[src/rtl/core/wts_ram.sv]
// wts_ram: generic single write, single read ram with registered read data
// no dependencies
`timescale 1ns / 1ps

module wts_ram #(
   parameter int WIDTH = 20,
   parameter int DEPTH = 64
) (
   input  logic                     clock,
   input  logic                     wr_en,
   input  logic [$clog2(DEPTH)-1:0] wr_addr,
   input  logic [WIDTH-1:0]         wr_data,
   input  logic                     rd_en,
   input  logic [$clog2(DEPTH)-1:0] rd_addr,
   output logic [WIDTH-1:0]         rd_data
);
   logic [WIDTH-1:0] mem [DEPTH];
   logic [WIDTH-1:0] rd_data_ff;

   always_ff @(posedge clock) begin
      if (wr_en) begin
         mem[wr_addr] <= wr_data;
      end
      if (rd_en) begin
         rd_data_ff <= mem[rd_addr];
      end
   end

   assign rd_data = rd_data_ff;
endmodule

[config.mk]
export PLATFORM = sky130hd
export DESIGN_NAME = wts_ram
export DESIGN_NICKNAME = d
export VERILOG_FILES = /design/src/rtl/core/wts_ram.sv
export SDC_FILE = /design/constraint.sdc
export NUM_CORES = 1
export LEC_CHECK = 0
export BUFFER_PORTS_ARGS = -buffer_cell sky130_fd_sc_hd__buf_2
export CAP_MARGIN = 20
export CORE_UTILIZATION = 45
export DETAILED_ROUTE_END_ITERATION = 16
export GPL_TIMING_DRIVEN = 0
export PLACE_DENSITY = 0.69
export SLEW_MARGIN = 20
export SYNTH_ARGS = -nofsm -noshare
export SYNTH_HDL_FRONTEND = slang
export SYNTH_SLANG_ARGS = --single-unit
export TNS_END_PERCENT = 100
[constraint.sdc]
create_clock -name clock -period 3 [get_ports clock]
set_input_delay 0.45 -clock clock [delete_from_list [all_inputs] [get_ports clock]]
set_output_delay 0.45 -clock clock [all_outputs]
set_load 0.05 [all_outputs]
==> results.yml <==
cells_and_area:
  design_area_mm2: 0.0568
  final_common_cell: "edfxtp_1"
  final_cell_mix: "edfxtp_1, mux4_2, mux2i_1, clkbuf_16, buf_2"
  area_growth_pct: 14.2
  nNetsFinal: 2483
  drive_above_1_share: 0.269
  fin_util: 0.520
global_routing:
  grt_pass1_wl_um: 176000
  grtUsageTotal: 0.224
  antenna_found_initial: 3
  grt_pass1_vias: 24500
  overflow: 0
  grt_max_degree: 65
power_and_ir_drop:
  peakVddDrop_mv: 0.627
  powerDensity_mw_per_mm2: 662
  leakage_nw: 17.9
setup_path:
  path_class: "in2reg"
  cpPeakStageDelay_ns: 0.50
  cpMostUsedCell: "clkbuf_1"
  cp_num_buf_inv: 4
  start_kind: "input port"
  cp.arrival_ns: 3.54
  cp_max_fo: 10
  cpLargestDelayFamily: "buffers and inverters"
  critPathSlowestCell: "clkbuf_1"
  crit_chain: "buf_2 > buf_4 > and2_1 > clkbuf_1 > clkbuf_1 > a22oi_1 > a31oi_1 > o21ai_0 > and3_1"
  cp-end-kind: "register"
  cp.required_ns: 3.45
synth:
  ys_seq_elements: 1300
  synth.top_cell.area_share: 0.786
  yosys.cell_types.count: 35
  synthCells: 2243
  synth_top_area_cell: "edfxtp_1"
  yosysWarnings: 0
  syn_nets: 2278
  yosysSeqAreaShare: 0.786
  synth_area_mm2: 0.0497
  synth_area_leaders: "edfxtp_1, mux4_2, mux2i_1"
  synth.avg_cell_area_um2: 22.2
timing:
  setup_viol: 3
  fmax_mhz: 324
  skew_ns: 0.0360
  drv_slew: 0
  hold_ws_ns: 0.210
  worst_slew_pin_slew_ns: 1.14
  min_period_ns: 3.09
  hold_viol_final: 0
  slew_headroom: 0.237
  min_period_over_period: 1.03
  rsz0062_at_grt: "false"
  final.setup.worst_slack_ns: -0.0904
drt:
  antenna_left: 0
  num_vias: 24400
  routed_wl_um: 124000
  wire_per_inst_um: 30.8
  first_iter_violations: 3211
  drc: 0
  dr.pass1.iters: 5
  via_per_inst: 6.07
flow_run:
  drv_cap: 0
placed_design:
  io_buffers: 45
  place.gp.congestion: 0.932
  place_area_mm2: 0.0526
  hpwl_um: 77300
  dp_slack_ns: -1.04
clock_tree:
  htree_levels: 4
  clk_pin_slew_ns: 0.06
  cts_buffer_depth: 3
  cts_tree: "yes"
  numCtsBuffers: 130
  cts-root-buf: "clkbuf_16"
  clock_latency_ns: 0.75
  cts.sinks: 1300
floorplan:
  die_w_um: 334
  dieArea_mm2: 0.112
  coreArea_mm2: 0.109
  initial_core_util: 0.455
  die_y_um: 334
  ioPinCount: 55
  rows: 121
outcome:
  outcome: "complete, but fails checks"
  violations: "negative setup slack"
min_path:
  hold_path.class: "in2reg"
-- area by class of cell --
type	count	area (um2)
fillers	8295	52400
flip-flops and latches	1300	39000
multi-input cells	814	10500
clock buffers	160	3470
well taps	1476	1850
repair buffers	73	728
plain buffers	128	682
clock inverters	67	515
diodes	2	5.00
inverters	1	3.75
-- power breakdown --
| part | total (W) | internal [W] | switching [W] |
|---|---|---|---|
| logic | 0.00206 | 0.000656 | 0.00141 |
| clock network | 0.0153 | 0.00861 | 0.00672 |
| registers | 0.0202 | 0.0201 | 0.0000342 |
| total | 0.0376 | 0.0294 | 0.00817 |
-- worst reg2reg max path, stage by stage (launching register included) --
cell,delay (ns)
edfxtp_1,0.37
mux4_2,0.48
o22ai_1,0.31
a21o_1,0.34
o31ai_1,0.29
and3_1,0.33
-- state kept, by name (all words and copies together), names as in the netlist --
name     flops
mem       1280
rd_data     20
-- logic make-up (layout without fill, tap and decap cells) --
| kind of cell | after synthesis | after routing | synth area share |
|---|---|---|---|
| other | 0 | 2 | 0 |
| muxes | 454 | 454 | 0.158 |
| DFF | 1300 | 1300 | 0.786 |
| buffers and inverters | 129 | 429 | 0.0137 |
| AOI/OAI and AO/OA | 220 | 220 | 0.0295 |
| and+or+nand+nor | 140 | 140 | 0.0132 |
-- per-layer routing --
layer  wire length [um]  GRT usage  vias to the layer above
li1                   -          -                     9915
met1              48100      0.302                    12900
met2              59000      0.350                     1351
met3              12300     0.0552                      237
met4               4680     0.0893                        2
met5                 10          0                        -
-- stage by stage --
| stage | power (W) | TNS (ns) | instances |
|---|---|---|---|
| global route | 0.0385 | 0 | 4019 |
| global placement | 0.0225 | -684.59 | 3764 |
| floorplan | 0.0216 | 0 | 2243 |
| detailed placement | 0.0226 | -76.97 | 3789 |
| CTS | 0.0377 | 0 | 4016 |
| finish | 0.0376 | -0.0982 | 4021 |
-- worst paths after layout --
| check | start | end | slack (ns) | cells past startpoint |
|---|---|---|---|---|
| max | rd_addr[1] | rd_data[11] | -0.09 | 9 |
| min | wr_data[0] | mem[35][0] | 0.21 | 1 |
| max reg2reg | mem[60][8] | rd_data[8] | 0.61 | 5 |
| min reg2reg | mem[4][5] | rd_data[5] | 1.03 | 4 |
-- repair_timing --
item / in CTS / in global routing
cloned: 0 / 0
hold endpoints to repair: 0 / 0
buffers inserted: 0 / 0
resized for setup: 6 / 18
setup endpoints to repair: 17 / 15
hold buffers: 0 / 0
pin swaps: 0 / 0
-- Yosys cell counts, drive strengths merged --
cell and number:
nor2 74, nor2b 7, nor3 6, o22a 2, a21o 15, a31oi 32
a22oi 64, inv 1, a21oi 3, nand3 6, and2 1, nand3b 4
buf 79, nand4b 1, and3 16, a311oi 2, mux4 264, edfxtp 1300
o31ai 15, mux2i 184, a31o 1, o21ai 32, or3 2, o22ai 52
mux2 6, nand2b 6, clkbuf 49, nand4 2, or2 1, or3b 2
a211oi 2, nand2 12
(Power assumes the default switching activity.)
