File: src/rtl/core/wts_div.sv
// wts_div: restoring divider, one quotient bit per cycle
// no dependencies
`timescale 1ns / 1ps

module wts_div #(
   parameter int DW = 30,
   parameter int VW = 22
) (
   input  logic          clock,
   input  logic          reset,
   input  logic          start,
   input  logic [DW-1:0] dividend,
   input  logic [VW-1:0] divisor,
   output logic          busy,
   output logic [DW-1:0] quotient
);
   localparam int CW = $clog2(DW + 1);

   logic [DW-1:0] quo_ff;
   logic [VW-1:0] rem_ff;
   logic [VW-1:0] dvs_ff;
   logic [CW-1:0] cnt_ff;
   logic          busy_ff;
   logic [VW:0]   rem_sh;
   logic          ge;
   logic [VW:0]   rem_sub;

   assign rem_sh  = {rem_ff, quo_ff[DW-1]};
   assign ge      = rem_sh >= {1'b0, dvs_ff};
   assign rem_sub = rem_sh - {1'b0, dvs_ff};

   always_ff @(posedge clock) begin
      if (reset) begin
         busy_ff <= 1'b0;
         cnt_ff  <= '0;
      end else if (start) begin
         busy_ff <= 1'b1;
         cnt_ff  <= CW'(DW);
         quo_ff  <= dividend;
         rem_ff  <= '0;
         dvs_ff  <= divisor;
      end else if (busy_ff) begin
         quo_ff <= {quo_ff[DW-2:0], ge};
         rem_ff <= ge ? rem_sub[VW-1:0] : rem_sh[VW-1:0];
         cnt_ff <= cnt_ff - CW'(1);
         if (cnt_ff == CW'(1)) begin
            busy_ff <= 1'b0;
         end
      end
   end

   assign busy     = busy_ff;
   assign quotient = quo_ff;
endmodule

File: config.mk
export PLATFORM = sky130hd
export DESIGN_NAME = wts_div
export DESIGN_NICKNAME = d
export VERILOG_FILES = /design/src/rtl/core/wts_div.sv
export SDC_FILE = /design/constraint.sdc
export NUM_CORES = 1
export LEC_CHECK = 0
export BUFFER_PORTS_ARGS = -buffer_cell sky130_fd_sc_hd__buf_2
export CORE_MARGIN = 3
export CORE_UTILIZATION = 45
export CTS_BUF_LIST = sky130_fd_sc_hd__clkbuf_8 sky130_fd_sc_hd__clkbuf_16
export DETAILED_ROUTE_END_ITERATION = 10
export PLACE_DENSITY = 0.67
export SLEW_MARGIN = 20
export SYNTH_ARGS = -nofsm -noshare
export SYNTH_HDL_FRONTEND = slang
export SYNTH_SLANG_ARGS = --single-unit
File: constraint.sdc
create_clock -name clock -period 7.2 [get_ports clock]
set_input_delay 0.36 -clock clock [delete_from_list [all_inputs] [get_ports clock]]
set_output_delay 0.36 -clock clock [all_outputs]
set_load 0.005 [all_outputs]
==> run summary <==
Synth top cells by count = 74 x edfxtp_1, 35 x nor2_1, 30 x mux2_2
mapped cell area = 4560 µm²
min Tclk post-route = 2.82 ns
gr ovfl total = 0
XOR/XNOR Fraction of Synth Area = 0.0327
Hold Crit Class = input port to register
largest net degree at the start of global routing = 57
Fmax = 0.355 GHz
Die Y-Extent = 107 µm
ANT cells = 0
Worst Tran Pin Value = 0.713 ns
Async SR Flop Fraction = 0
vias per inst = 5.45
Final Hold Vio Count = 0
post-CTS sizing = 0
Hold Crit Start = divisor[5]
area grow syn2layout = 16.4%
# DRC = 0
post-synthesis simple-gate area fraction = 0.113
clock buffer depth = 2
Yosys top cell area share = 0.488
Initial Util = 0.464
placed cell area = 5080 µm²
H-Tree Depth = 3
final RePlAce weighted congestion = 0.888
CTS tree = done
Avg WL per Cell = 16.1 µm
clock sink total = 80
post-synthesis compound-gate area fraction = 0.135
PortBufs = 85
Core Area = 9820 µm²
largest family of logic cells by synthesized area = compound AO/OA/AOI/OAI gates
crit path cell chain = inv_1 > ha_1 > inv_1 > fa_1 > nand3_1 > a21oi_2 > o41ai_2 > a211oi_2 > or3_1 > a41o_1
postcts setup bufs = 0
ys flop type = edfxtp_1
Vias = 3,369
worst r2r dst = rem_ff[16]
Netlist cell types = 54
Min-Delay Path Depth = 1
RR Startpoint = quotient[29]
Setup crit end kind = register
CP max stage cell = edfxtp_1
Antenna Nets Post-Route = 0
post-route worst setup slack = 4.38 ns
top-count cell post-synth = edfxtp_1
CTS clk-pin slew, worst paths = 0.09 ns
WP data required = 7.31 ns
post-route cell area = 5310 µm²
Root Driver = clkbuf_8
nets = 560
DP HPWL = 7150 µm
fin. max-slew vios = 0
# hold bufs at CTS = 0
Die Width = 107 µm
Total Power = 1.25 mW
Overall Global Routing Usage = 0.187
Critical Path Source Type = register
fillers = 875
Fin Hold WS = 0.175 ns
RSZ-0062 raised after global routing = no
layout cell share with drive strength beyond 1 = 0.303
status = complete, no violations
Slew headroom = 0.525
Leak = 2.22 nW
register area share after synthesis = 0.514
Max stage delay on crit path = 0.42 ns
final wirelength = 9920 µm
initial antenna violation count = 0
TritonRoute pass-1 iters = 5
TritonCTS Buffers = 9
Post-synth EDFFs = 74
FF+latch count, synth = 80
maxcap violations = 0
mux contribution to synthesized area = 0.0895
cells after synthesis = 394
row cnt = 36
Net Count, Synth = 474
ranking of synthesized cells by area = edfxtp_1 49%, mux2_2 7.4%, ha_1 6.6%
first-pass GRT wire length = 16,700 µm
Max FO, Critical Path = 5
Reg2Reg Setup Slack = 4.38 ns
pwr dens = 235 nW/µm²
final setup TNS = 0 ns
worst skew pair latency = 0.36 ns
register area = 2340 µm²
Die ar. = 11,400 µm²
final critical-path share of the clock period = 0.392
Worst path most repeated cell = inv_1
# setup viols final = 0
synthesized area per cell = 11.6 µm²
Synth Warn # = 0
vias in the first global route = 3,399
area of the multi-input gates = 2020 µm²
worst reg-to-reg path cell count = 10
Post-Place Worst Slack = 4.40 ns
drt initial violations = 224
critical path class = register to register
crit path DAT = 2.93 ns
Post-Synth Adder-Cell Area = 0.0703
Clock Skew = 0.00787 ns
worst vdd ir = 139 µV
hold endpoint = dvs_ff[5]
I/O pin cnt = 86
area leader, netlist = edfxtp_1
final cells by class:
cell class / count / area share
well taps: 133 / 0.0314
multi-input cells: 272 / 0.380
repair buffers: 88 / 0.0844
clock buffers: 11 / 0.0307
inverters: 29 / 0.0205
flip-flops and latches: 80 / 0.442
clock inverters: 5 / 0.0113
placed cells by master (no fill, tap or decap), drive strengths merged, types with 2 or more instances in the layout:
master / instances
nor4b: 2
clkbuf: 11
inv: 31
a21oi: 28
nand2: 23
nor3: 8
nand4: 3
a31oi: 3
nor3b: 5
nand3: 12
a211oi: 8
a21boi: 2
edfxtp: 74
buf: 88
nor2b: 2
dfxtp: 6
xnor2: 13
o21a: 7
nor2: 35
a311oi: 4
a21o: 12
or3b: 2
mux2: 30
mux2i: 7
o21ai: 13
and3: 3
xor2: 4
nor4: 2
ha: 24
nand2b: 2
or3: 4
routing by layer:
layer / GRT usage / share of wire
met1: 0.250 / 0.45
met2: 0.286 / 0.44
met3: 0.0620 / 0.093
met4: 0.0630 / 0.016
met5: 0 / 0
power breakdown:
part	switching, mW	internal (mW)
combinational	0.172	0.134
clock	0.173	0.193
sequential	0.0192	0.556
total	0.364	0.883
state kept, by name (all words and copies together), names as in the netlist:
name	flops
quotient	30
dvs_ff	22
rem_ff	22
cnt_ff	5
busy	1
worst max path at each step:
stage | startpoint | to | slack [ns] | cells past startpoint
after CTS | quotient[29] | rem_ff[16] | 4.39 | 10
after global routing | quotient[29] | rem_ff[20] | 4.18 | 11
after global placement | quotient[29] | rem_ff[16] | 4.38 | 10
final | quotient[29] | rem_ff[16] | 4.38 | 10
after floorplan | start | quotient[0] | 3.51 | 4
after detailed placement | quotient[29] | rem_ff[16] | 4.40 | 10
critical path: cells and delay by family (launching register included):
| family | cells | cell delay, ns |
|---|---|---|
| buf+inv | 2 | 0.13 |
| simple gates | 2 | 0.54 |
| fa+ha+maj | 2 | 0.57 |
| compound gates | 4 | 0.92 |
| flops | 1 | 0.42 |
kinds of logic (layout without fill, tap and decap cells):
kind of cell,after synthesis,count (layout)
buffers and inverters,42,133
flip-flops,80,80
AO/OA/AOI/OAI,89,89
AND/OR/NAND/NOR,104,104
multiplexers,37,37
XOR/XNOR,17,17
adder cells (fa/ha/maj),25,25
metrics by stage:
stage                     utilization  cells
after floorplan                     -    394
after global placement          0.518    602
after detailed placement        0.518    602
after CTS                       0.540    618
after global routing            0.540    618
final                           0.540    618
Power figures use the tool's default switching activity.
