`src/rtl/core/wts_sqrt.sv`:
```
// wts_sqrt: digit by digit integer square root, two radicand bits per cycle
// no dependencies
`timescale 1ns / 1ps

module wts_sqrt #(
   parameter int RW = 54
) (
   input  logic              clock,
   input  logic              reset,
   input  logic              start,
   input  logic [RW-1:0]     radicand,
   output logic              busy,
   output logic [RW/2-1:0]   root
);
   localparam int HW = RW / 2;
   localparam int CW = $clog2(HW + 1);

   logic [RW-1:0] rad_ff;
   logic [HW-1:0] root_ff;
   logic [HW:0]   rem_ff;
   logic [CW-1:0] cnt_ff;
   logic          busy_ff;
   logic [HW+2:0] rem_sh;
   logic [HW+2:0] trial;
   logic          ge;
   logic [HW+2:0] rem_sub;

   assign rem_sh  = {rem_ff, rad_ff[RW-1:RW-2]};
   assign trial   = {1'b0, root_ff, 2'b01};
   assign ge      = rem_sh >= trial;
   assign rem_sub = rem_sh - trial;

   always_ff @(posedge clock) begin
      if (reset) begin
         busy_ff <= 1'b0;
         cnt_ff  <= '0;
      end else if (start) begin
         busy_ff <= 1'b1;
         cnt_ff  <= CW'(HW);
         rad_ff  <= radicand;
         root_ff <= '0;
         rem_ff  <= '0;
      end else if (busy_ff) begin
         rad_ff  <= {rad_ff[RW-3:0], 2'b00};
         root_ff <= {root_ff[HW-2:0], ge};
         rem_ff  <= ge ? rem_sub[HW:0] : rem_sh[HW:0];
         cnt_ff  <= cnt_ff - CW'(1);
         if (cnt_ff == CW'(1)) begin
            busy_ff <= 1'b0;
         end
      end
   end

   assign busy = busy_ff;
   assign root = root_ff;
endmodule

```
`config.mk`:
```
export PLATFORM = sky130hd
export DESIGN_NAME = wts_sqrt
export DESIGN_NICKNAME = d
export VERILOG_FILES = /design/src/rtl/core/wts_sqrt.sv
export SDC_FILE = /design/constraint.sdc
export NUM_CORES = 1
export LEC_CHECK = 0
export BUFFER_PORTS_ARGS = -buffer_cell sky130_fd_sc_hd__buf_2
export CELL_PAD_IN_SITES_DETAIL_PLACEMENT = 1
export CELL_PAD_IN_SITES_GLOBAL_PLACEMENT = 1
export CORE_ASPECT_RATIO = 1.2
export CORE_MARGIN = 10
export CORE_UTILIZATION = 30
export CTS_CLUSTER_SIZE = 12
export DETAILED_ROUTE_END_ITERATION = 8
export PLACE_DENSITY_LB_ADDON = 0.1
export SYNTH_ARGS = -nofsm -noshare
export SYNTH_HDL_FRONTEND = slang
export SYNTH_SLANG_ARGS = --single-unit
```
`constraint.sdc`:
```
create_clock -name clock -period 7.7 [get_ports clock]
set_input_delay 0.77 -clock clock [delete_from_list [all_inputs] [get_ports clock]]
set_output_delay 0.77 -clock clock [all_outputs]
set_load 0.05 [all_outputs]
```
==> out/qor.yml, run 1 <==
run_status:
  outcome: "finished, final reports clean"
detailed_routing:
  route.detailed.vias_per_inst: 4.832
  route.met3.wl_mm: 1.078
  routed_wl_mm: 15.67
  initialDrtViolationCount: 125
  drc: 0
  num_vias: 4402
  maxUsedRoutingLayer: "met5"
  met1_length_mm: 6.753
  detail-route-antenna-nets: 0
  drt-pass1-iter-count: 4
  wl_per_cell_um: 17.20
  dr_wl_met2_mm: 7.582
floorplan:
  die_h_um: 178.6
  dieArea_um2: 27170
  initial_utilization_pct: 30.71
  die_x_um: 152.1
  core-area_um2: 20470
  io_count: 85
  rows: 57
synth:
  synth.yosys.seq_area_share_pct: 53.98
  combinational_family_with_the_most_area_after_synthesis: "simple AND/OR/NAND/NOR gates"
  synth_compound_area_share_pct: 11.50
  synth_async_sr_flop_share_pct: 0
  muxShareOfSynthArea_pct: 9.475
  yosys_register_bits: 115
  netlist_instances: 542
  post_synth_xor_area_fraction_pct: 3.205
  ys_warn_count: 0
  synth.net_count: 630
  synth_edf_count: 109
  synth.lib_cells_used.distinct: 58
  primary_flip_flop_cell_chosen_by_synthesis_mapping: "sky130_fd_sc_hd__edfxtp_1"
  netlist_area_um2: 6286
  post_synth.cell_area_avg_um2: 11.60
  synthSimpleGateAreaFrac_pct: 12.14
  synthAdderAreaFrac_pct: 6.170
power:
  design_power_total_mw: 1.989
  vdd.ir_drop.worst_v: 0.0001419
  pwr_density_cell_nw_per_um2: 263.1
  leakage_nw: 3.018
min_path:
  worstHoldStart: "rad_ff[42]$_DFFE_PP_"
  min_path_cells: 1
  worstHoldPathType: "flip-flop to flip-flop"
  min_delay_worst_endpoint: "rad_ff[44]$_DFFE_PP_"
sta:
  tightest_slew_ns: 0.8995
  timing_max_transition_violations_final: 0
  setup_violations: 0
  timing.clock.skew_ns: 0.007796
  fmaxAchievable_ghz: 0.3209
  final.hold.worst_slack_ns: 0.5469
  timing.final.hold_violations: 0
  setup_tns_ns: 0
  postLayoutSetupSlackWorst_ns: 4.584
  grt_setup_unrepaired: "no"
  slew_headroom_pct: 40.03
  final_period_minus_worst_setup_slack_ns: 3.116
  layout_worst_path_cycle_share_pct: 40.47
critical_path:
  setup.worst_path.class: "flip-flop to flip-flop"
  timing.critical_path.fanout_max: 29
  worst_setup_path_end_kind: "flip-flop"
  cp.required_ns: 7.87
  critPathArrivalTime_ns: 3.28
  rrSetupSlack_ns: 4.58
  worst_setup_path_start_kind: "flip-flop"
  ff2ff_path_depth: 11
  rr_startpoint: "root[5]$_SDFFCE_PP0P_"
  capture_point_of_the_worst_reg_to_reg_path: "rem_ff[26]$_SDFFCE_PP0P_"
layout:
  layout-area-overhead-vs-synth_pct: 20.26
  layout-drive-gt1-share_pct: 29.19
  layout.filler_cells: 2263
  sequential_cell_area_um2: 3393
  multi_input_comb_area_um2: 2679
  num-nets-final: 719
  layout.core_utilization_pct: 36.93
  finalNonFillerCells: 911
  design_area_um2: 7560
clock_network:
  post_cts_resized: 0
  clk_sinks: 115
  ctsLongestPathBuffers: 2
  clkLatencyLatePin_ns: 0.41
  postCtsHoldBufs: 0
  cts_root_buffer: "sky130_fd_sc_hd__clkbuf_16"
  post_cts_buffers: 0
  ctsHtreeMaxLevel: 4
  clk_transition_reported_paths_ns: 0.06
  cts_tree: "done"
  tritoncts_buffer_count: 17
place:
  number_of_buffer_cells_added_on_primary_ports: 84
  placed_area_um2: 6999
  setup_ws_pre_cts_ns: 4.174
  weighted_congestion_reported_at_the_end_of_routability_driven_placement: 0.7678
  number_of_placed_instances_taps_included: 877
  hpwlAfterDp_mm: 11.18
global_routing:
  grt_max_degree: 75
  grt_use_total_pct: 11.74
  wire_length_of_the_first_global_routing_pass_mm: 25.57
  grt_antenna_before_repair: 6
  via_count_of_the_first_global_routing_pass: 4813
  globalRouteOverflowTotal: 0
job:
  cap_violations: 0
report_power, final:
| part | switching (mW) | leakage (nW) | total (mW) | internal, mW |
|---|---|---|---|---|
| registers | 0.0225 | 1.10 | 0.777 | 0.754 |
| logic | 0.283 | 1.65 | 0.457 | 0.175 |
| clock network | 0.310 | 0.262 | 0.755 | 0.445 |
| total | 0.615 | 3.02 | 1.99 | 1.37 |
synth_stat cells (3+ instances only):
| cell type | n | area, µm² |
|---|---|---|
| sky130_fd_sc_hd__inv_1 | 36 | 135.1 |
| sky130_fd_sc_hd__buf_2 | 3 | 15.01 |
| sky130_fd_sc_hd__nand2_1 | 55 | 206.5 |
| sky130_fd_sc_hd__xor2_1 | 6 | 52.55 |
| sky130_fd_sc_hd__buf_1 | 5 | 18.77 |
| sky130_fd_sc_hd__nor2_1 | 44 | 165.2 |
| sky130_fd_sc_hd__o2111ai_1 | 3 | 26.28 |
| sky130_fd_sc_hd__and4_1 | 4 | 35.03 |
| sky130_fd_sc_hd__nor4_1 | 3 | 18.77 |
| sky130_fd_sc_hd__o21ai_0 | 11 | 55.05 |
| sky130_fd_sc_hd__a21oi_1 | 47 | 235.2 |
| sky130_fd_sc_hd__mux2_2 | 52 | 585.6 |
| sky130_fd_sc_hd__nand2b_1 | 5 | 31.28 |
| sky130_fd_sc_hd__and2_1 | 9 | 56.30 |
| sky130_fd_sc_hd__buf_4 | 3 | 22.52 |
| sky130_fd_sc_hd__clkbuf_1 | 8 | 30.03 |
| sky130_fd_sc_hd__xnor2_1 | 17 | 148.9 |
| sky130_fd_sc_hd__and3_1 | 5 | 31.28 |
| sky130_fd_sc_hd__nand4_1 | 3 | 18.77 |
| sky130_fd_sc_hd__a21o_1 | 12 | 90.09 |
| sky130_fd_sc_hd__dfxtp_1 | 6 | 120.1 |
| sky130_fd_sc_hd__a211oi_1 | 4 | 30.03 |
| sky130_fd_sc_hd__a31oi_1 | 4 | 25.02 |
| sky130_fd_sc_hd__nor3_1 | 6 | 30.03 |
| sky130_fd_sc_hd__nand3b_1 | 3 | 22.52 |
| sky130_fd_sc_hd__edfxtp_1 | 109 | 3273 |
| sky130_fd_sc_hd__ha_1 | 31 | 387.9 |
| sky130_fd_sc_hd__nand3_1 | 8 | 40.04 |
sequential cells by signal, summed over array words and instances, names as in the netlist:
register,count
cnt_ff,5
root,27
rad_ff,54
busy,1
rem_ff,28
cell usage in the layout, fill, tap and decap left out, types with 3 or more instances in the layout:
master,n
sky130_fd_sc_hd__nor2_1,43
sky130_fd_sc_hd__ha_1,31
sky130_fd_sc_hd__and4_1,4
sky130_fd_sc_hd__buf_4,6
sky130_fd_sc_hd__a21oi_1,47
sky130_fd_sc_hd__o21ai_0,11
sky130_fd_sc_hd__nand3_1,8
sky130_fd_sc_hd__nor4_1,3
sky130_fd_sc_hd__xor2_1,6
sky130_fd_sc_hd__nand2_1,55
sky130_fd_sc_hd__nand2b_1,5
sky130_fd_sc_hd__edfxtp_1,109
sky130_fd_sc_hd__inv_1,36
sky130_fd_sc_hd__a211oi_1,4
sky130_fd_sc_hd__and2_1,9
sky130_fd_sc_hd__and3_1,5
sky130_fd_sc_hd__clkinvlp_4,4
sky130_fd_sc_hd__clkbuf_16,17
sky130_fd_sc_hd__o2111ai_1,3
sky130_fd_sc_hd__a31oi_1,4
sky130_fd_sc_hd__nand4_1,3
sky130_fd_sc_hd__nand3b_1,3
sky130_fd_sc_hd__inv_6,5
sky130_fd_sc_hd__xnor2_1,17
sky130_fd_sc_hd__buf_2,83
sky130_fd_sc_hd__mux2_2,52
sky130_fd_sc_hd__nor3_1,6
sky130_fd_sc_hd__dfxtp_1,6
sky130_fd_sc_hd__a21o_1,12
layer usage:
layer	vias to the layer above	GRT usage (%)
met2	89	19.77
met5	-	0
li1	2165	-
met1	2115	13.08
met4	8	4.056
met3	25	5.035
final cells by class:
type                            count  area share (%)
Timing Repair Buffer               89           6.091
Multi-Input combinational cell    372           35.44
Clock buffer                       17           5.627
Clock inverter                     15           1.721
Sequential cell                   115           44.89
Antenna cell                        2         0.06620
Inverter                           36           1.787
Tap cell                          265           4.386
kinds of logic (layout without fill, tap and decap cells):
family,Yosys count,after routing
xor+xnor,23,23
simple gates,159,159
other cells,0,2
compound gates,106,106
flops,115,115
buf+inv,55,157
fa+ha+maj,31,31
mux,53,53
worst max-delay path by stage:
stage,cells after the start,slack (ns),from,to
2_1_floorplan,4,1.29,start,rad_ff[0]$_SDFFCE_PN0P_
3_3_place_gp,5,4.19,start,root[6]$_SDFFCE_PP0P_
3_5_place_dp,5,4.17,start,rem_ff[7]$_SDFFCE_PP0P_
4_1_cts,11,4.52,root[5]$_SDFFCE_PP0P_,rem_ff[26]$_SDFFCE_PP0P_
5_1_grt,11,4.28,root[5]$_SDFFCE_PP0P_,rem_ff[26]$_SDFFCE_PP0P_
6_report,11,4.58,root[5]$_SDFFCE_PP0P_,rem_ff[26]$_SDFFCE_PP0P_
worst max-delay path, stage by stage, from the launching register on:
cell and delay [ns]:
sky130_fd_sc_hd__edfxtp_1 0.34, sky130_fd_sc_hd__inv_1 0.06, sky130_fd_sc_hd__ha_1 0.38, sky130_fd_sc_hd__a21oi_1 0.28, sky130_fd_sc_hd__nand2_1 0.10, sky130_fd_sc_hd__o2111ai_1 0.33, sky130_fd_sc_hd__a21oi_1 0.16, sky130_fd_sc_hd__nor3_2 0.22
sky130_fd_sc_hd__or2_1 0.19, sky130_fd_sc_hd__buf_4 0.37, sky130_fd_sc_hd__nor4_1 0.09, sky130_fd_sc_hd__a311o_1 0.35
Note: power is estimated with default switching activity, not from simulation.
==> run 2, diff against run 1 <==
==> constraint.sdc (replaced) <==
create_clock -name clock -period 3 [get_ports clock]
set_input_delay 0.3 -clock clock [delete_from_list [all_inputs] [get_ports clock]]
set_output_delay 0.3 -clock clock [all_outputs]
set_load 0.05 [all_outputs]
==> run 2 against run 1 <==
- register-to-register slack lost 4.4 ns
- design area grew 3.1%
- highest routed layer unchanged
- worst setup slack lost 4.4 ns
- flip-flop and latch count is the same
- clock skew is essentially flat
- critical endpoint is now rem_ff[20]$_SDFFCE_PP0P_
- critical path depth shrank 2
- global-route usage grew 0.38 points
- clock power grew to 2.8 times the previous value
- sequential power grew to 2.6 times the previous value
- non-clock buffer count grew 16
- sequential share of layout area shrank 1.3 points
==> out/qor.yml, run 2 (synthesized netlist as in run 1, its figures left out) <==
run_status:
  outcome: "finished, final reports clean"
critical_path:
  cp_num_buf_inv: 1
  critPathTopFamily: "simple AND/OR/NAND/NOR gates"
  cp.required_ns: 3.16
  worst_setup_path_end_kind: "flip-flop"
  critPathArrivalTime_ns: 3.00
  worst_setup_path_start_kind: "flip-flop"
  critical_path.slowest_cell: "sky130_fd_sc_hd__ha_1"
  critical_path.cell_chain: "ha_1, and4_1, and4bb_1, a41oi_1, nand3_1, o21ai_0, or2_4, buf_4, a311o_1"
  timing.critical_path.slowest_cell_delay_ns: 0.41
  setup.worst_path.class: "flip-flop to flip-flop"
  timing.critical_path.fanout_max: 12
clock_network:
  cts_tree: "done"
  cts_root_buffer: "sky130_fd_sc_hd__clkbuf_16"
  tritoncts_buffer_count: 17
  clkLatencyLatePin_ns: 0.42
  ctsLongestPathBuffers: 2
  ctsHtreeMaxLevel: 4
  clk_sinks: 115
  clk_transition_reported_paths_ns: 0.06
place:
  weighted_congestion_reported_at_the_end_of_routability_driven_placement: 0.7988
  hpwlAfterDp_mm: 11.57
  placed_area_um2: 7142
  number_of_buffer_cells_added_on_primary_ports: 84
  setup_ws_pre_cts_ns: -0.08963
  number_of_placed_instances_taps_included: 891
global_routing:
  wire_length_of_the_first_global_routing_pass_mm: 26.43
  via_count_of_the_first_global_routing_pass: 4976
  grt_use_total_pct: 12.13
  grt_antenna_before_repair: 4
  globalRouteOverflowTotal: 0
  grt_max_degree: 87
sta:
  slew_headroom_pct: 65.90
  layout_worst_path_cycle_share_pct: 94.63
  tightest_slew_ns: 0.5115
  timing_max_transition_violations_final: 0
  postLayoutSetupSlackWorst_ns: 0.1611
  timing.clock.skew_ns: 0.007800
  timing.final.hold_violations: 0
  fmaxAchievable_ghz: 0.3523
  setup_violations: 0
  grt_setup_unrepaired: "no"
  final_period_minus_worst_setup_slack_ns: 2.839
floorplan:
  dieArea_um2: 27170
  initial_utilization_pct: 30.71
  die_h_um: 178.6
  core-area_um2: 20470
  die_x_um: 152.1
  io_count: 85
  rows: 57
layout:
  finalNonFillerCells: 927
  registers.top_by_ff_count: "rad_ff"
  layout-drive-gt1-share_pct: 31.52
  leading_cell_type_in_the_layout_fill_and_taps_excluded: "sky130_fd_sc_hd__edfxtp_1"
  layout-area-overhead-vs-synth_pct: 23.98
  design_area_um2: 7794
  layout.core_utilization_pct: 38.08
  largest_register_ffs: 54
  layout.cells.most_common_list: "sky130_fd_sc_hd__edfxtp_1 (109), sky130_fd_sc_hd__buf_2 (83), sky130_fd_sc_hd__nand2_1 (55)"
  num-nets-final: 735
detailed_routing:
  drc: 0
  drt-pass1-iter-count: 4
  wl_per_cell_um: 17.35
  route.detailed.vias_per_inst: 4.813
  routed_wl_mm: 16.09
  num_vias: 4462
  initialDrtViolationCount: 117
  detail-route-antenna-nets: 0
power:
  design_power_total_mw: 5.407
  pwr_density_cell_nw_per_um2: 693.8
  power.share.switching_pct: 30.01
  vdd.ir_drop.worst_v: 0.0003850
  power_report.internal_total_mw: 3.785
  sequentialPowerShare_pct: 36.9
  power.clock.fraction_pct: 39.8
  leakage_nw: 3.150
  switching_power_mw: 1.622
  comb_power_share_pct: 23.3
job:
  cap_violations: 0
min_path:
  worstHoldPathType: "input pin to flip-flop"
[run 2: area by class of cell]
| type | instances | area [µm²] |
|---|---|---|
| Antenna cell | 2 | 5.005 |
| Clock buffer | 17 | 425.4 |
| Clock inverter | 15 | 192.7 |
| Fill cell | 2196 | 12670 |
| Inverter | 36 | 135.1 |
| Multi-Input combinational cell | 372 | 2693 |
| Sequential cell | 115 | 3393 |
| Tap cell | 265 | 331.6 |
| Timing Repair Buffer | 105 | 618.1 |
[run 2: repair_timing]
item / in CTS / in global routing
resized for setup: 1 / 3
pin swaps: 0 / 1
hold endpoints to repair: 0 / 0
hold buffers: 0 / 0
buffers inserted: 0 / 2
setup endpoints to repair: 18 / 23
[run 2: metrics by stage]
step	TNS, ns	hold WS, ns
finish	0	0.1466
detailed placement	-0.3690	0.5347
global placement	0	0.5342
global route	0	0.1418
CTS	0	0.1275
floorplan	0	0.3691
[run 2: power groups by stage]
stage,clock (mW),sequential (mW),combinational [mW]
final,2.15,1.99,1.26
after global routing,2.29,2.01,1.41
after CTS,2.22,2.00,1.26
after detailed placement,0,2.03,1.25
after global placement,0,2.03,1.24
after floorplan,0,2.09,0.814
[run 2: routing by layer]
| layer | GRT usage [%] | up-vias | wire length [µm] |
|---|---|---|---|
| met2 | 20.66 | 75 | 7933 |
| met5 | 0 | - | 7 |
| li1 | - | 2198 | - |
| met3 | 5.348 | 18 | 1102 |
| met1 | 13.31 | 2169 | 6853 |
| met4 | 3.976 | 2 | 192 |
[run 2: final timing paths]
path	from	endpoint	slack, ns	cells after the start
setup / recovery	rem_ff[9]$_SDFFCE_PP0P_	rem_ff[20]$_SDFFCE_PP0P_	0.16	9
hold / removal	reset	cnt_ff[0]$_SDFFE_PP0N_	0.15	2
setup reg to reg	rem_ff[9]$_SDFFCE_PP0P_	rem_ff[20]$_SDFFCE_PP0P_	0.16	9
hold reg to reg	rad_ff[44]$_DFFE_PP_	rad_ff[46]$_DFFE_PP_	0.55	1
==> run 3, diff against run 2 <==
==> constraint.sdc (replaced) <==
create_clock -name clock -period 3.4 [get_ports clock]
set_input_delay 0.34 -clock clock [delete_from_list [all_inputs] [get_ports clock]]
set_output_delay 0.34 -clock clock [all_outputs]
set_load 0.05 [all_outputs]
==> run 3 against run 2 <==
- sequential share of layout area increased by 0.94 points
- design area decreased by 2.1%
- wire length increased by 0.72%
- total power decreased by 15%
- maximum frequency decreased by 9.2%
- non-clock buffer count decreased by 10
- cell count decreased by 1.2%
- critical path type unchanged
- largest cell class unchanged
- clock-buffer cell count unchanged
- critical path depth increased by 1
- global-route usage increased by 0.13 points
- sequential power decreased by 12%
- combinational power decreased by 15%
==> out/qor.yml, run 3 (synthesized netlist as in run 1, its figures left out) <==
run_status:
  outcome: "finished, final reports clean"
layout:
  registers.top_by_ff_count: "rad_ff"
  num-nets-final: 725
  finalNonFillerCells: 916
  layout.filler_cells: 2244
  leading_cell_type_in_the_layout_fill_and_taps_excluded: "sky130_fd_sc_hd__edfxtp_1"
  layout-area-overhead-vs-synth_pct: 21.36
  layout.core_utilization_pct: 37.27
  layout.cells.most_common_list: "sky130_fd_sc_hd__edfxtp_1 (109), sky130_fd_sc_hd__buf_2 (83), sky130_fd_sc_hd__nand2_1 (55)"
  layout-drive-gt1-share_pct: 29.85
  largest_register_ffs: 54
critical_path:
  cp.required_ns: 3.65
  worst_setup_path_end_kind: "flip-flop"
  critPathArrivalTime_ns: 3.38
  worst_setup_path_start_kind: "flip-flop"
  critical_path.slowest_cell: "sky130_fd_sc_hd__or2_1"
  timing.critical_path.slowest_cell_delay_ns: 0.52
  setup.worst_path.class: "flip-flop to flip-flop"
  critical_path.cell_chain: "ha_1, and4_1, and4bb_1, a41oi_1, nand3b_1, nor3_2, or2_1, buf_4, nand2_1, a21oi_1"
  timing.critical_path.fanout_max: 15
global_routing:
  grt_use_total_pct: 12.25
  grt_max_degree: 62
  grt_antenna_before_repair: 3
  globalRouteOverflowTotal: 0
  via_count_of_the_first_global_routing_pass: 5043
  wire_length_of_the_first_global_routing_pass_mm: 26.79
clock_network:
  ctsHtreeMaxLevel: 4
  cts_root_buffer: "sky130_fd_sc_hd__clkbuf_16"
  ctsLongestPathBuffers: 2
  clk_transition_reported_paths_ns: 0.06
  clkLatencyLatePin_ns: 0.42
  postCtsHoldBufs: 0
  clk_sinks: 115
  post_cts_buffers: 0
  tritoncts_buffer_count: 17
  post_cts_resized: 0
  cts_tree: "done"
floorplan:
  die_h_um: 178.6
  die_x_um: 152.1
  initial_utilization_pct: 30.71
  core-area_um2: 20470
  rows: 57
  dieArea_um2: 27170
  io_count: 85
detailed_routing:
  route.detailed.vias_per_inst: 4.891
  wl_per_cell_um: 17.69
  drc: 0
  drt-pass1-iter-count: 4
  initialDrtViolationCount: 212
  num_vias: 4480
  detail-route-antenna-nets: 0
  routed_wl_mm: 16.20
job:
  cap_violations: 0
power:
  pwr_density_cell_nw_per_um2: 605.1
  leakage_nw: 3.061
  vdd.ir_drop.worst_v: 0.0003632
place:
  weighted_congestion_reported_at_the_end_of_routability_driven_placement: 0.7995
  number_of_buffer_cells_added_on_primary_ports: 84
  hpwlAfterDp_mm: 11.69
  setup_ws_pre_cts_ns: 0.2597
  number_of_placed_instances_taps_included: 883
sta:
  timing.final.hold_violations: 0
  timing_max_transition_violations_final: 0
  timing.clock.skew_ns: 0.007508
  layout_worst_path_cycle_share_pct: 91.95
  setup_violations: 0
  final_period_minus_worst_setup_slack_ns: 3.126
  setup_tns_ns: 0
  postLayoutSetupSlackWorst_ns: 0.2737
  tightest_slew_ns: 0.8289
  fmaxAchievable_ghz: 0.3199
  grt_setup_unrepaired: "no"
  slew_headroom_pct: 44.74
min_path:
  worstHoldPathType: "input pin to flip-flop"
run 3: layout make-up:
cell class	instances	area, µm²	area share (%)
Inverter	36	135.1	1.771
Tap cell	265	331.6	4.346
Clock buffer	17	425.4	5.577
Multi-Input combinational cell	372	2679	35.12
Antenna cell	1	2.502	0.03280
Sequential cell	115	3393	44.48
Clock inverter	15	156.4	2.050
Timing Repair Buffer	95	505.5	6.626
run 3: report_power, final:
group | leakage (nW) | switching, mW | internal [mW] | total [mW]
clock | 0.276 | 0.708 | 1.08 | 1.79
sequential | 1.10 | 0.0513 | 1.71 | 1.76
combinational | 1.68 | 0.653 | 0.414 | 1.07
total | 3.06 | 1.41 | 3.20 | 4.62
run 3: worst paths after layout:
check                                               from  cells past startpoint  slack (ns)                      end
worst min register to register   rad_ff[0]$_SDFFCE_PN0P_                      1        0.55      rad_ff[2]$_DFFE_PP_
worst min-delay path                               reset                      2        0.19   cnt_ff[0]$_SDFFE_PP0N_
worst max-delay path            rem_ff[11]$_SDFFCE_PP0P_                     10        0.27  rem_ff[2]$_SDFFCE_PP0P_
worst max register to register  rem_ff[11]$_SDFFCE_PP0P_                     10        0.27  rem_ff[2]$_SDFFCE_PP0P_
run 3: critical path: cells and delay by family (launching register included):
| kind | cells | cell delay (ns) |
|---|---|---|
| simple gates | 6 | 1.38 |
| compound gates | 2 | 0.44 |
| flops | 1 | 0.43 |
| fa+ha+maj | 1 | 0.40 |
| buf+inv | 1 | 0.31 |
run 3: layer usage:
metal	wire [µm]	share of wire, %	global-route usage [%]
met4	337	2.1	4.859
met2	7814	48	20.35
met3	1354	8.4	5.541
met1	6682	41	13.48
met5	14	0.086	0
run 3: stage by stage:
step / hold WS (ns) / area [µm²] / power (mW)
4_1_cts: 0.1693 / 7626 / 4.687
5_1_grt: 0.1872 / 7626 / 4.878
6_report: 0.1926 / 7629 / 4.616
3_5_place_dp: 0.5381 / 7044 / 2.867
2_1_floorplan: 0.4091 / 6294 / 2.565
3_3_place_gp: 0.5347 / 7044 / 2.845
